==> src/design/aarc_pkg.sv <==
`timescale 1ns / 1ps
// Shared types, codes and arithmetic helpers for the autoalign retry controller.
// No dependencies; imported by every module of the block.
package aarc_pkg;

    localparam logic [7:0] PARABOLA_HOLDOFF  = 8'd5;
    localparam logic [7:0] BEACON_HOLDOFF    = 8'd2;
    localparam logic [7:0] TELESCOPE_HOLDOFF = 8'd5;

    localparam logic [15:0] PARABOLA_GAIN_RST  = 16'd40000;
    localparam logic [15:0] PARABOLA_STEP_RST  = 16'd2000;
    localparam logic [15:0] TELESCOPE_GAIN_RST = 16'd0;
    localparam logic [15:0] TELESCOPE_STEP_RST = 16'd0;
    localparam logic [15:0] TILT_GAIN_RST      = 16'd2000;
    localparam logic [15:0] TILT_STEP_RST      = 16'd50;
    localparam logic [22:0] FOCUS_LIMIT_RST    = 23'd52429;
    localparam logic [22:0] TILT_LIMIT_RST     = 23'd10486;

    localparam logic [2:0] CFG_PARABOLA_GAIN  = 3'd0;
    localparam logic [2:0] CFG_PARABOLA_STEP  = 3'd1;
    localparam logic [2:0] CFG_TELESCOPE_GAIN = 3'd2;
    localparam logic [2:0] CFG_TELESCOPE_STEP = 3'd3;
    localparam logic [2:0] CFG_TILT_GAIN      = 3'd4;
    localparam logic [2:0] CFG_TILT_STEP      = 3'd5;
    localparam logic [2:0] CFG_FOCUS_LIMIT    = 3'd6;
    localparam logic [2:0] CFG_TILT_LIMIT     = 3'd7;

    localparam logic [1:0] MODE_PARABOLA  = 2'd0;
    localparam logic [1:0] MODE_BEACON    = 2'd1;
    localparam logic [1:0] MODE_TELESCOPE = 2'd2;

    localparam logic [1:0] AXIS_FOCUS    = 2'd0;
    localparam logic [1:0] AXIS_BEACON_X = 2'd1;
    localparam logic [1:0] AXIS_BEACON_Y = 2'd2;

    typedef enum logic [2:0] {
        OP_TICK            = 3'd0,
        OP_START_PARABOLA  = 3'd1,
        OP_START_BEACON    = 3'd2,
        OP_START_TELESCOPE = 3'd3,
        OP_STOP            = 3'd4
    } op_t;

    typedef enum logic [2:0] {
        EV_NONE     = 3'd0,
        EV_STARTED  = 3'd1,
        EV_REJECTED = 3'd2,
        EV_STOPPED  = 3'd3,
        EV_MOVED    = 3'd4,
        EV_AXIS_OK  = 3'd5,
        EV_COMPLETE = 3'd6,
        EV_FAILED   = 3'd7
    } event_t;

    typedef enum logic [1:0] {
        ACT_IDLE      = 2'd0,
        ACT_PARABOLA  = 2'd1,
        ACT_BEACON    = 2'd2,
        ACT_TELESCOPE = 2'd3
    } act_t;

    typedef struct packed {
        logic [15:0] parabola_gain;
        logic [15:0] parabola_step;
        logic [15:0] telescope_gain;
        logic [15:0] telescope_step;
        logic [15:0] tilt_gain;
        logic [15:0] tilt_step;
        logic [22:0] focus_limit;
        logic [22:0] tilt_limit;
    } cfg_t;

    typedef struct packed {
        act_t        active_mode;
        logic [7:0]  tries_count;
        logic [7:0]  holdoff_parabola;
        logic [7:0]  holdoff_beacon;
        logic [7:0]  holdoff_telescope;
    } ctrl_state_t;

    typedef struct packed {
        event_t             event_res;
        logic [1:0]         mode;
        logic [1:0]         axis;
        logic signed [20:0] move_amount;
        logic [7:0]         tries_left;
    } result_t;

    // Magnitude of a 24-bit two's complement value, 0 to 2^23.
    function automatic logic [23:0] mag24(input logic [23:0] v);
        logic [23:0] m;
        m = v[23] ? 24'(~v + 24'd1) : v;
        return m;
    endfunction

    function automatic logic [7:0] sat_inc(input logic [7:0] v);
        logic [7:0] r;
        r = (v == 8'hFF) ? v : 8'(v + 8'd1);
        return r;
    endfunction

    function automatic logic [1:0] mode_of(input act_t a);
        logic [1:0] r;
        case (a)
            ACT_PARABOLA:  r = MODE_PARABOLA;
            ACT_BEACON:    r = MODE_BEACON;
            ACT_TELESCOPE: r = MODE_TELESCOPE;
            default:       r = MODE_PARABOLA;
        endcase
        return r;
    endfunction

endpackage

==> src/design/autoalign_retry_controller_core.sv <==
`timescale 1ns / 1ps
// A result passes through the input register and then the result register.
// One request per cycle while the output is not stalled; a single step pass with one 16x24 multiplier per request.
// Reset (rst_n, asynchronous, active low): idle, try count zero, holdoff counters at their
// mode holdoff, configuration at its default values, both register stages empty.
// Depends on aarc_pkg, aarc_cfg and aarc_step.
module autoalign_retry_controller_core
    import aarc_pkg::*;
(
    input  logic        clk,
    input  logic        rst_n,
    input  logic        cfg_wen,
    input  logic [2:0]  cfg_addr,
    input  logic [22:0] cfg_wdata,
    input  logic        s_tvalid,
    output logic        s_tready,
    input  logic [79:0] s_tdata,   // tries[7:0], focus_error[31:8], xtilt_error[55:32],
                                   // ytilt_error[79:56]
    input  logic [2:0]  s_tuser,   // op[2:0]
    output logic        m_tvalid,
    input  logic        m_tready,
    output logic [39:0] m_tdata,   // mode[1:0], axis[3:2], move_amount[24:4],
                                   // tries_left[32:25], zero[39:33]
    output logic [2:0]  m_tuser    // event_res[2:0]
);

    cfg_t        cfg;
    ctrl_state_t state_reg;
    ctrl_state_t state_next;
    result_t     step_res;
    result_t     res_reg;
    logic        in_valid_reg;
    logic [2:0]  op_reg;
    logic [7:0]  tries_reg;
    logic [23:0] focus_reg;
    logic [23:0] xtilt_reg;
    logic [23:0] ytilt_reg;
    logic        out_valid_reg;
    logic        advance;
    logic        fire;

    aarc_cfg u_cfg (
        .clk       (clk),
        .rst_n     (rst_n),
        .cfg_wen   (cfg_wen),
        .cfg_addr  (cfg_addr),
        .cfg_wdata (cfg_wdata),
        .cfg       (cfg)
    );

    aarc_step u_step (
        .op          (op_t'(op_reg)),
        .tries       (tries_reg),
        .focus_error (focus_reg),
        .xtilt_error (xtilt_reg),
        .ytilt_error (ytilt_reg),
        .cfg         (cfg),
        .st          (state_reg),
        .st_next     (state_next),
        .res         (step_res)
    );

    assign advance  = !out_valid_reg || m_tready;
    assign fire     = in_valid_reg && advance;
    assign s_tready = !in_valid_reg || advance;

    // Input register
    always_ff @(posedge clk or negedge rst_n)
    begin
        if (!rst_n)
        begin
            in_valid_reg <= 1'b0;
        end
        else if (s_tready)
        begin
            in_valid_reg <= s_tvalid;
        end
    end

    always_ff @(posedge clk)
    begin
        if (s_tvalid && s_tready)
        begin
            op_reg    <= s_tuser;
            tries_reg <= s_tdata[7:0];
            focus_reg <= s_tdata[31:8];
            xtilt_reg <= s_tdata[55:32];
            ytilt_reg <= s_tdata[79:56];
        end
    end

    // Controller state: advance once per request
    always_ff @(posedge clk or negedge rst_n)
    begin
        if (!rst_n)
        begin
            state_reg.active_mode       <= ACT_IDLE;
            state_reg.tries_count       <= 8'd0;
            state_reg.holdoff_parabola  <= PARABOLA_HOLDOFF;
            state_reg.holdoff_beacon    <= BEACON_HOLDOFF;
            state_reg.holdoff_telescope <= TELESCOPE_HOLDOFF;
        end
        else if (fire)
        begin
            state_reg <= state_next;
        end
    end

    // Result register
    always_ff @(posedge clk or negedge rst_n)
    begin
        if (!rst_n)
        begin
            out_valid_reg <= 1'b0;
        end
        else if (fire)
        begin
            out_valid_reg <= 1'b1;
        end
        else if (m_tready)
        begin
            out_valid_reg <= 1'b0;
        end
    end

    always_ff @(posedge clk)
    begin
        if (fire)
        begin
            res_reg <= step_res;
        end
    end

    assign m_tvalid = out_valid_reg;
    assign m_tuser  = res_reg.event_res;
    assign m_tdata  = {7'd0, res_reg.tries_left, res_reg.move_amount, res_reg.axis,
                       res_reg.mode};

endmodule

==> src/design/aarc_cfg.sv <==
`timescale 1ns / 1ps
// Configuration register bank of the autoalign retry controller.
// Depends on aarc_pkg for the register indexes, reset values and cfg_t.
module aarc_cfg
    import aarc_pkg::*;
(
    input  logic        clk,
    input  logic        rst_n,
    input  logic        cfg_wen,
    input  logic [2:0]  cfg_addr,
    input  logic [22:0] cfg_wdata,
    output cfg_t        cfg
);

    cfg_t cfg_reg;
    cfg_t cfg_next;

    always_comb
    begin
        cfg_next = cfg_reg;
        if (cfg_wen)
        begin
            case (cfg_addr)
                CFG_PARABOLA_GAIN:  cfg_next.parabola_gain  = cfg_wdata[15:0];
                CFG_PARABOLA_STEP:  cfg_next.parabola_step  = cfg_wdata[15:0];
                CFG_TELESCOPE_GAIN: cfg_next.telescope_gain = cfg_wdata[15:0];
                CFG_TELESCOPE_STEP: cfg_next.telescope_step = cfg_wdata[15:0];
                CFG_TILT_GAIN:      cfg_next.tilt_gain      = cfg_wdata[15:0];
                CFG_TILT_STEP:      cfg_next.tilt_step      = cfg_wdata[15:0];
                CFG_FOCUS_LIMIT:    cfg_next.focus_limit    = cfg_wdata;
                CFG_TILT_LIMIT:     cfg_next.tilt_limit     = cfg_wdata;
                default:            cfg_next = cfg_reg;
            endcase
        end
    end

    always_ff @(posedge clk or negedge rst_n)
    begin
        if (!rst_n)
        begin
            cfg_reg.parabola_gain  <= PARABOLA_GAIN_RST;
            cfg_reg.parabola_step  <= PARABOLA_STEP_RST;
            cfg_reg.telescope_gain <= TELESCOPE_GAIN_RST;
            cfg_reg.telescope_step <= TELESCOPE_STEP_RST;
            cfg_reg.tilt_gain      <= TILT_GAIN_RST;
            cfg_reg.tilt_step      <= TILT_STEP_RST;
            cfg_reg.focus_limit    <= FOCUS_LIMIT_RST;
            cfg_reg.tilt_limit     <= TILT_LIMIT_RST;
        end
        else
        begin
            cfg_reg <= cfg_next;
        end
    end

    assign cfg = cfg_reg;

endmodule

==> src/design/aarc_step.sv <==
`timescale 1ns / 1ps
// Single-pass decision logic: command handling, holdoff, completion and move.
// Depends on aarc_pkg; purely combinational, state is held by the top level.
module aarc_step
    import aarc_pkg::*;
(
    input  op_t                op,
    input  logic [7:0]         tries,
    input  logic [23:0]        focus_error,
    input  logic [23:0]        xtilt_error,
    input  logic [23:0]        ytilt_error,
    input  cfg_t               cfg,
    input  ctrl_state_t        st,
    output ctrl_state_t        st_next,
    output result_t            res
);

    logic [23:0] fmag;
    logic [23:0] xmag;
    logic [23:0] ymag;
    logic [23:0] focus_lim;
    logic [23:0] tilt_lim;
    logic [7:0]  h_para;
    logic [7:0]  h_beacon;
    logic [7:0]  h_tele;
    logic        is_beacon;
    logic        use_x;
    logic [15:0] gain_sel;
    logic [15:0] step_sel;
    logic [23:0] mag_sel;
    logic        neg_sel;
    logic [39:0] product;
    logic [20:0] move_mag;
    logic [20:0] move_val;
    logic        acting;
    logic        done;
    act_t        req_act;
    logic [1:0]  req_mode;

    assign fmag      = mag24(focus_error);
    assign xmag      = mag24(xtilt_error);
    assign ymag      = mag24(ytilt_error);
    assign focus_lim = {1'b0, cfg.focus_limit};
    assign tilt_lim  = {1'b0, cfg.tilt_limit};

    assign h_para   = sat_inc(st.holdoff_parabola);
    assign h_beacon = sat_inc(st.holdoff_beacon);
    assign h_tele   = sat_inc(st.holdoff_telescope);

    assign is_beacon = (st.active_mode == ACT_BEACON);
    // X on an odd count after decrement
    assign use_x     = ~st.tries_count[0];

    always_comb
    begin
        case (st.active_mode)
            ACT_PARABOLA:
            begin
                gain_sel = cfg.parabola_gain;
                step_sel = cfg.parabola_step;
            end
            ACT_TELESCOPE:
            begin
                gain_sel = cfg.telescope_gain;
                step_sel = cfg.telescope_step;
            end
            default:
            begin
                gain_sel = cfg.tilt_gain;
                step_sel = cfg.tilt_step;
            end
        endcase
    end

    always_comb
    begin
        if (!is_beacon)
        begin
            mag_sel = fmag;
            neg_sel = focus_error[23];
        end
        else if (use_x)
        begin
            mag_sel = xmag;
            neg_sel = xtilt_error[23];
        end
        else
        begin
            // Y moves against the tilt sign
            mag_sel = ymag;
            neg_sel = !ytilt_error[23] && (ymag != 24'd0);
        end
    end

    assign product  = 40'(gain_sel) * 40'(mag_sel);
    assign move_mag = 21'(product[39:20]) + 21'(step_sel);
    assign move_val = neg_sel ? 21'(~move_mag + 21'd1) : move_mag;

    always_comb
    begin
        case (st.active_mode)
            ACT_PARABOLA:  acting = (h_para >= PARABOLA_HOLDOFF);
            ACT_BEACON:    acting = (h_beacon >= BEACON_HOLDOFF);
            ACT_TELESCOPE: acting = (h_tele >= TELESCOPE_HOLDOFF);
            default:       acting = 1'b0;
        endcase
    end

    assign done = is_beacon ? ((xmag < tilt_lim) && (ymag < tilt_lim))
                            : (fmag < focus_lim);

    always_comb
    begin
        case (op)
            OP_START_PARABOLA:
            begin
                req_act  = ACT_PARABOLA;
                req_mode = MODE_PARABOLA;
            end
            OP_START_BEACON:
            begin
                req_act  = ACT_BEACON;
                req_mode = MODE_BEACON;
            end
            OP_START_TELESCOPE:
            begin
                req_act  = ACT_TELESCOPE;
                req_mode = MODE_TELESCOPE;
            end
            default:
            begin
                req_act  = ACT_IDLE;
                req_mode = MODE_PARABOLA;
            end
        endcase
    end

    always_comb
    begin
        st_next         = st;
        res.event_res   = EV_NONE;
        res.mode        = MODE_PARABOLA;
        res.axis        = AXIS_FOCUS;
        res.move_amount = '0;
        case (op)
            OP_START_PARABOLA, OP_START_BEACON, OP_START_TELESCOPE:
            begin
                res.mode = req_mode;
                if (st.active_mode != ACT_IDLE && st.active_mode != req_act)
                begin
                    res.event_res = EV_REJECTED;
                end
                else
                begin
                    st_next.tries_count = tries;
                    st_next.active_mode = req_act;
                    res.event_res       = EV_STARTED;
                end
            end
            OP_STOP:
            begin
                st_next.active_mode = ACT_IDLE;
                st_next.tries_count = 8'd0;
                res.event_res       = EV_STOPPED;
            end
            OP_TICK:
            begin
                st_next.holdoff_parabola  = h_para;
                st_next.holdoff_beacon    = h_beacon;
                st_next.holdoff_telescope = h_tele;
                if (acting)
                begin
                    case (st.active_mode)
                        ACT_PARABOLA: st_next.holdoff_parabola  = 8'd0;
                        ACT_BEACON:   st_next.holdoff_beacon    = 8'd0;
                        default:      st_next.holdoff_telescope = 8'd0;
                    endcase
                    res.mode = mode_of(st.active_mode);
                    if (done)
                    begin
                        st_next.active_mode = ACT_IDLE;
                        st_next.tries_count = 8'd0;
                        res.event_res       = EV_COMPLETE;
                    end
                    else if (st.tries_count == 8'd0)
                    begin
                        st_next.active_mode = ACT_IDLE;
                        res.event_res       = EV_FAILED;
                    end
                    else
                    begin
                        st_next.tries_count = 8'(st.tries_count - 8'd1);
                        if (!is_beacon)
                        begin
                            res.event_res   = EV_MOVED;
                            res.move_amount = move_val;
                        end
                        else
                        begin
                            res.axis = use_x ? AXIS_BEACON_X : AXIS_BEACON_Y;
                            if (mag_sel > tilt_lim)
                            begin
                                res.event_res   = EV_MOVED;
                                res.move_amount = move_val;
                            end
                            else
                            begin
                                res.event_res = EV_AXIS_OK;
                            end
                        end
                    end
                end
            end
            default:
            begin
                st_next = st;
            end
        endcase
        res.tries_left = st_next.tries_count;
    end

endmodule

==> config.mk <==
export PLATFORM = sky130hd
export DESIGN_NAME = autoalign_retry_controller_core
export DESIGN_NICKNAME = d
export VERILOG_FILES = /design/src/design/aarc_pkg.sv /design/src/design/autoalign_retry_controller_core.sv /design/src/design/aarc_cfg.sv /design/src/design/aarc_step.sv
export SDC_FILE = /design/constraint.sdc
export NUM_CORES = 2
export LEC_CHECK = 0
export ABC_AREA = 1
export BUFFER_PORTS_ARGS = -buffer_cell sky130_fd_sc_hd__buf_2
export CAP_MARGIN = 15
export CORE_MARGIN = 2
export CORE_UTILIZATION = 50
export CTS_BUF_LIST = sky130_fd_sc_hd__clkbuf_4 sky130_fd_sc_hd__clkbuf_8 sky130_fd_sc_hd__clkbuf_16
export DETAILED_ROUTE_END_ITERATION = 7
export GPL_TIMING_DRIVEN = 0
export PLACE_DENSITY = 0.75
export SETUP_SLACK_MARGIN = 0.4
export SLEW_MARGIN = 40
export SYNTH_ARGS = -nofsm -noshare
export SYNTH_HDL_FRONTEND = slang
export SYNTH_HIERARCHICAL = 1
export SYNTH_SLANG_ARGS = --single-unit
export TNS_END_PERCENT = 100
==> constraint.sdc <==
create_clock -name clk -period 23.4 [get_ports clk]
set_input_delay 3.51 -clock clk [delete_from_list [all_inputs] [get_ports clk]]
set_output_delay 3.51 -clock clk [all_outputs]
set_load 0.01 [all_outputs]
==> impl_metrics.json <==
{
  "antenna_found_initial": 6,
  "start_util_pct": 50.4,
  "grt_pass1_wl_um": 148000,
  "fillers": 5961,
  "htreeDepth": 1,
  "multi_input_area_mm2": 0.0204,
  "synthAdderAreaFrac_pct": 28.4,
  "cts.clk_slew.worst_paths_ns": 0.06,
  "layout-drive-gt1-share_pct": 10.5,
  "globalRouteTotalUtil_pct": 28.4,
  "cts_tree": "yes",
  "startpoint_type": "flop",
  "ys.flop_type": "dfrtp_1",
  "rsz0062_at_grt": "false",
  "wl_per_cell_um": 17.8,
  "setup-tns-final_ns": 0,
  "synth_top_family_by_area": "adder cells",
  "synth_area_mm2": 0.0317,
  "viasPerCell": 5.41,
  "dieHeight_um": 256,
  "critical_path.max_stage_delay_ns": 0.66,
  "layout_common_cells": "1234 x nand2_1, 646 x inv_1, 357 x nor2_1",
  "synth-simple-area-share_pct": 27.7,
  "hold_buffers": 0,
  "reg2reg_depth": 42,
  "synth_warnings": 6,
  "setup-violations-final": 0,
  "final_common_cell": "nand2_1",
  "synth_seq_area_share_pct": 25.5,
  "routed_wl_um": 92100,
  "io_buffers": 135,
  "ys_seq_elements": 297,
  "drcViolationCount": 0,
  "syn_inst": 4122,
  "slew_headroom_pct": 40.8,
  "min_path_type": "reg2reg",
  "status": "finished, final reports clean",
  "timing.fmax_mhz": 87.9,
  "hold_viol_final": 0,
  "cp-end-kind": "flop",
  "grt_pass1_vias": 27600,
  "path_max_fanout": 10,
  "dp_cells": 5113,
  "largest_register_ffs": 142,
  "num_vias": 28000,
  "cts_buffer_depth": 3,
  "slowest_stage": "nand3_1",
  "yosysTopAreaCell": "fa_1",
  "finalNonFillerCells": 5173,
  "cts_sinks": 297,
  "drtIter0Drc": 2403,
  "drv_cap": 0,
  "hold_end": "u_cfg/cfg[132]",
  "ios": 159,
  "finalMaxSlewViolations": 0,
  "clk_latency_ns": 0.59,
  "synth_compound_area_share_pct": 5.55,
  "drt_first_pass_iters": 6,
  "critPathKind": "reg2reg",
  "synth.avg_cell_area_um2": 7.69,
  "std_cell_rows": 92,
  "synthTopCellsByArea": "fa_1 19%, nand2_1 15%, edfxtp_1 11%",
  "period_share_pct": 48.6,
  "reg2reg_from": "state_reg[32]",
  "async_flop_share_pct": 59.9,
  "path_buf_inv": 10,
  "grt_max_degree": 66,
  "finalNetCount": 4949,
  "dieArea_mm2": 0.0654,
  "overflow": 0,
  "place_congestion": 0.992,
  "crit_top_cell": "fa_1",
  "cts_buffers": 31,
  "tightestPinTransition_ns": 0.889,
  "root_buffer": "clkbuf_16",
  "area_delta_synth_final_pct": 9.31,
  "min_period_ns": 11.37,
  "regToRegSetupSlack_ns": 12.03,
  "cts_setup_buffers": 0,
  "cts_resized": 0,
  "yosysTopAreaCellShare_pct": 19.3,
  "die_w_um": 256,
  "fin_worst_skew_ns": 0.0233,
  "synth_xor_area_share_pct": 2.40,
  "required_ns": 23.73,
  "synth_edf_count": 119,
  "regArea_mm2": 0.00808,
  "yosysUniqueCellTypes": 65,
  "hold_path_depth": 2,
  "min_from": "u_cfg/cfg[132]",
  "core_mm2": 0.0629,
  "antenna_left": 0,
  "cpLargestDelayFamily": "adder cells",
  "rr_endpoint": "m_tdata[24]",
  "dp_hpwl_um": 73600,
  "synthMuxAreaShare_pct": 0,
  "arrival_ns": 11.70
}
-- cell families (layout without fill, tap and decap cells) --
logic type | Yosys count | in the layout
DFF | 297 | 297
xor gates and xnor gates | 87 | 87
buffers and inverters | 820 | 1017
and+or+nand+nor | 2075 | 2075
adders and majority gates | 535 | 535
other | 1 | 9
AOI/OAI and AO/OA | 307 | 307
-- through the flow --
step	util (%)	hold slack, ns	setup slack, ns	cell area, um^2
5_1_grt	55.1	0.478	11.33	34700
3_5_place_dp	53.5	0.454	12.21	33600
3_3_place_gp	53.2	0.450	12.29	33500
4_1_cts	55.1	0.464	12.16	34600
2_1_floorplan	-	0.442	14.41	31700
6_report	55.1	0.464	12.03	34700
-- Yosys cell counts (8+ instances only) --
cell type and count:
nor4_1 8, buf_6 10, xor2_1 64, nand2_2 18, or2_2 39, nor3_1 33
nand3b_1 13, inv_2 14, clkinv_1 12, dfrtp_1 136, xnor2_1 23, nand3_2 14
o21ai_0 91, a21oi_1 139, buf_2 42, a21o_1 12, inv_1 648, nand4_1 30
nand3_1 288, fa_1 306, nor2_1 357, ha_1 229, dfstp_2 42, nand2_1 1234
clkbuf_1 56, nor2_2 16, a22o_1 16, nor2_4 9, buf_4 24, edfxtp_1 119
-- worst max path at each step --
| stage | start | slack (ns) | end | cells after the start |
|---|---|---|---|---|
| 2_1_floorplan | xtilt_reg[0] | 14.41 | m_tdata[24] | 52 |
| 3_3_place_gp | state_reg[32] | 12.29 | m_tdata[24] | 43 |
| 3_5_place_dp | state_reg[32] | 12.21 | m_tdata[24] | 42 |
| 4_1_cts | state_reg[32] | 12.16 | m_tdata[24] | 42 |
| 5_1_grt | state_reg[32] | 11.33 | m_tdata[24] | 43 |
| 6_report | state_reg[32] | 12.03 | m_tdata[24] | 42 |
-- tightest hold or removal path, delay by kind of cell, from the launching register on --
family | cells | cell delay (ns)
and+or+nand+nor | 2 | 0.09
DFF | 1 | 0.37
-- area by class of cell --
type	instances	area share, %
flip-flops and latches	297	23.3
plain buffers	145	2.26
inverters	675	7.33
repair buffers	139	2.30
well taps	846	3.05
clock inverters	19	0.466
multi-input cells	3011	58.7
clock buffers	39	2.55
diodes	2	0.0144
-- metal layers --
metal | vias up | wire, um | share of wire [%] | global-route usage, %
met4 | 10 | 4840 | 5.3 | 13.5
met1 | 13300 | 37000 | 40 | 37.0
met2 | 1213 | 41400 | 45 | 45.6
met5 | - | 46 | 0.050 | 0
li1 | 13200 | - | - | -
met3 | 263 | 8750 | 9.5 | 5.72
Power is not shown: default switching activity piles up to over one toggle a cycle in this logic, so the estimate is an artifact.
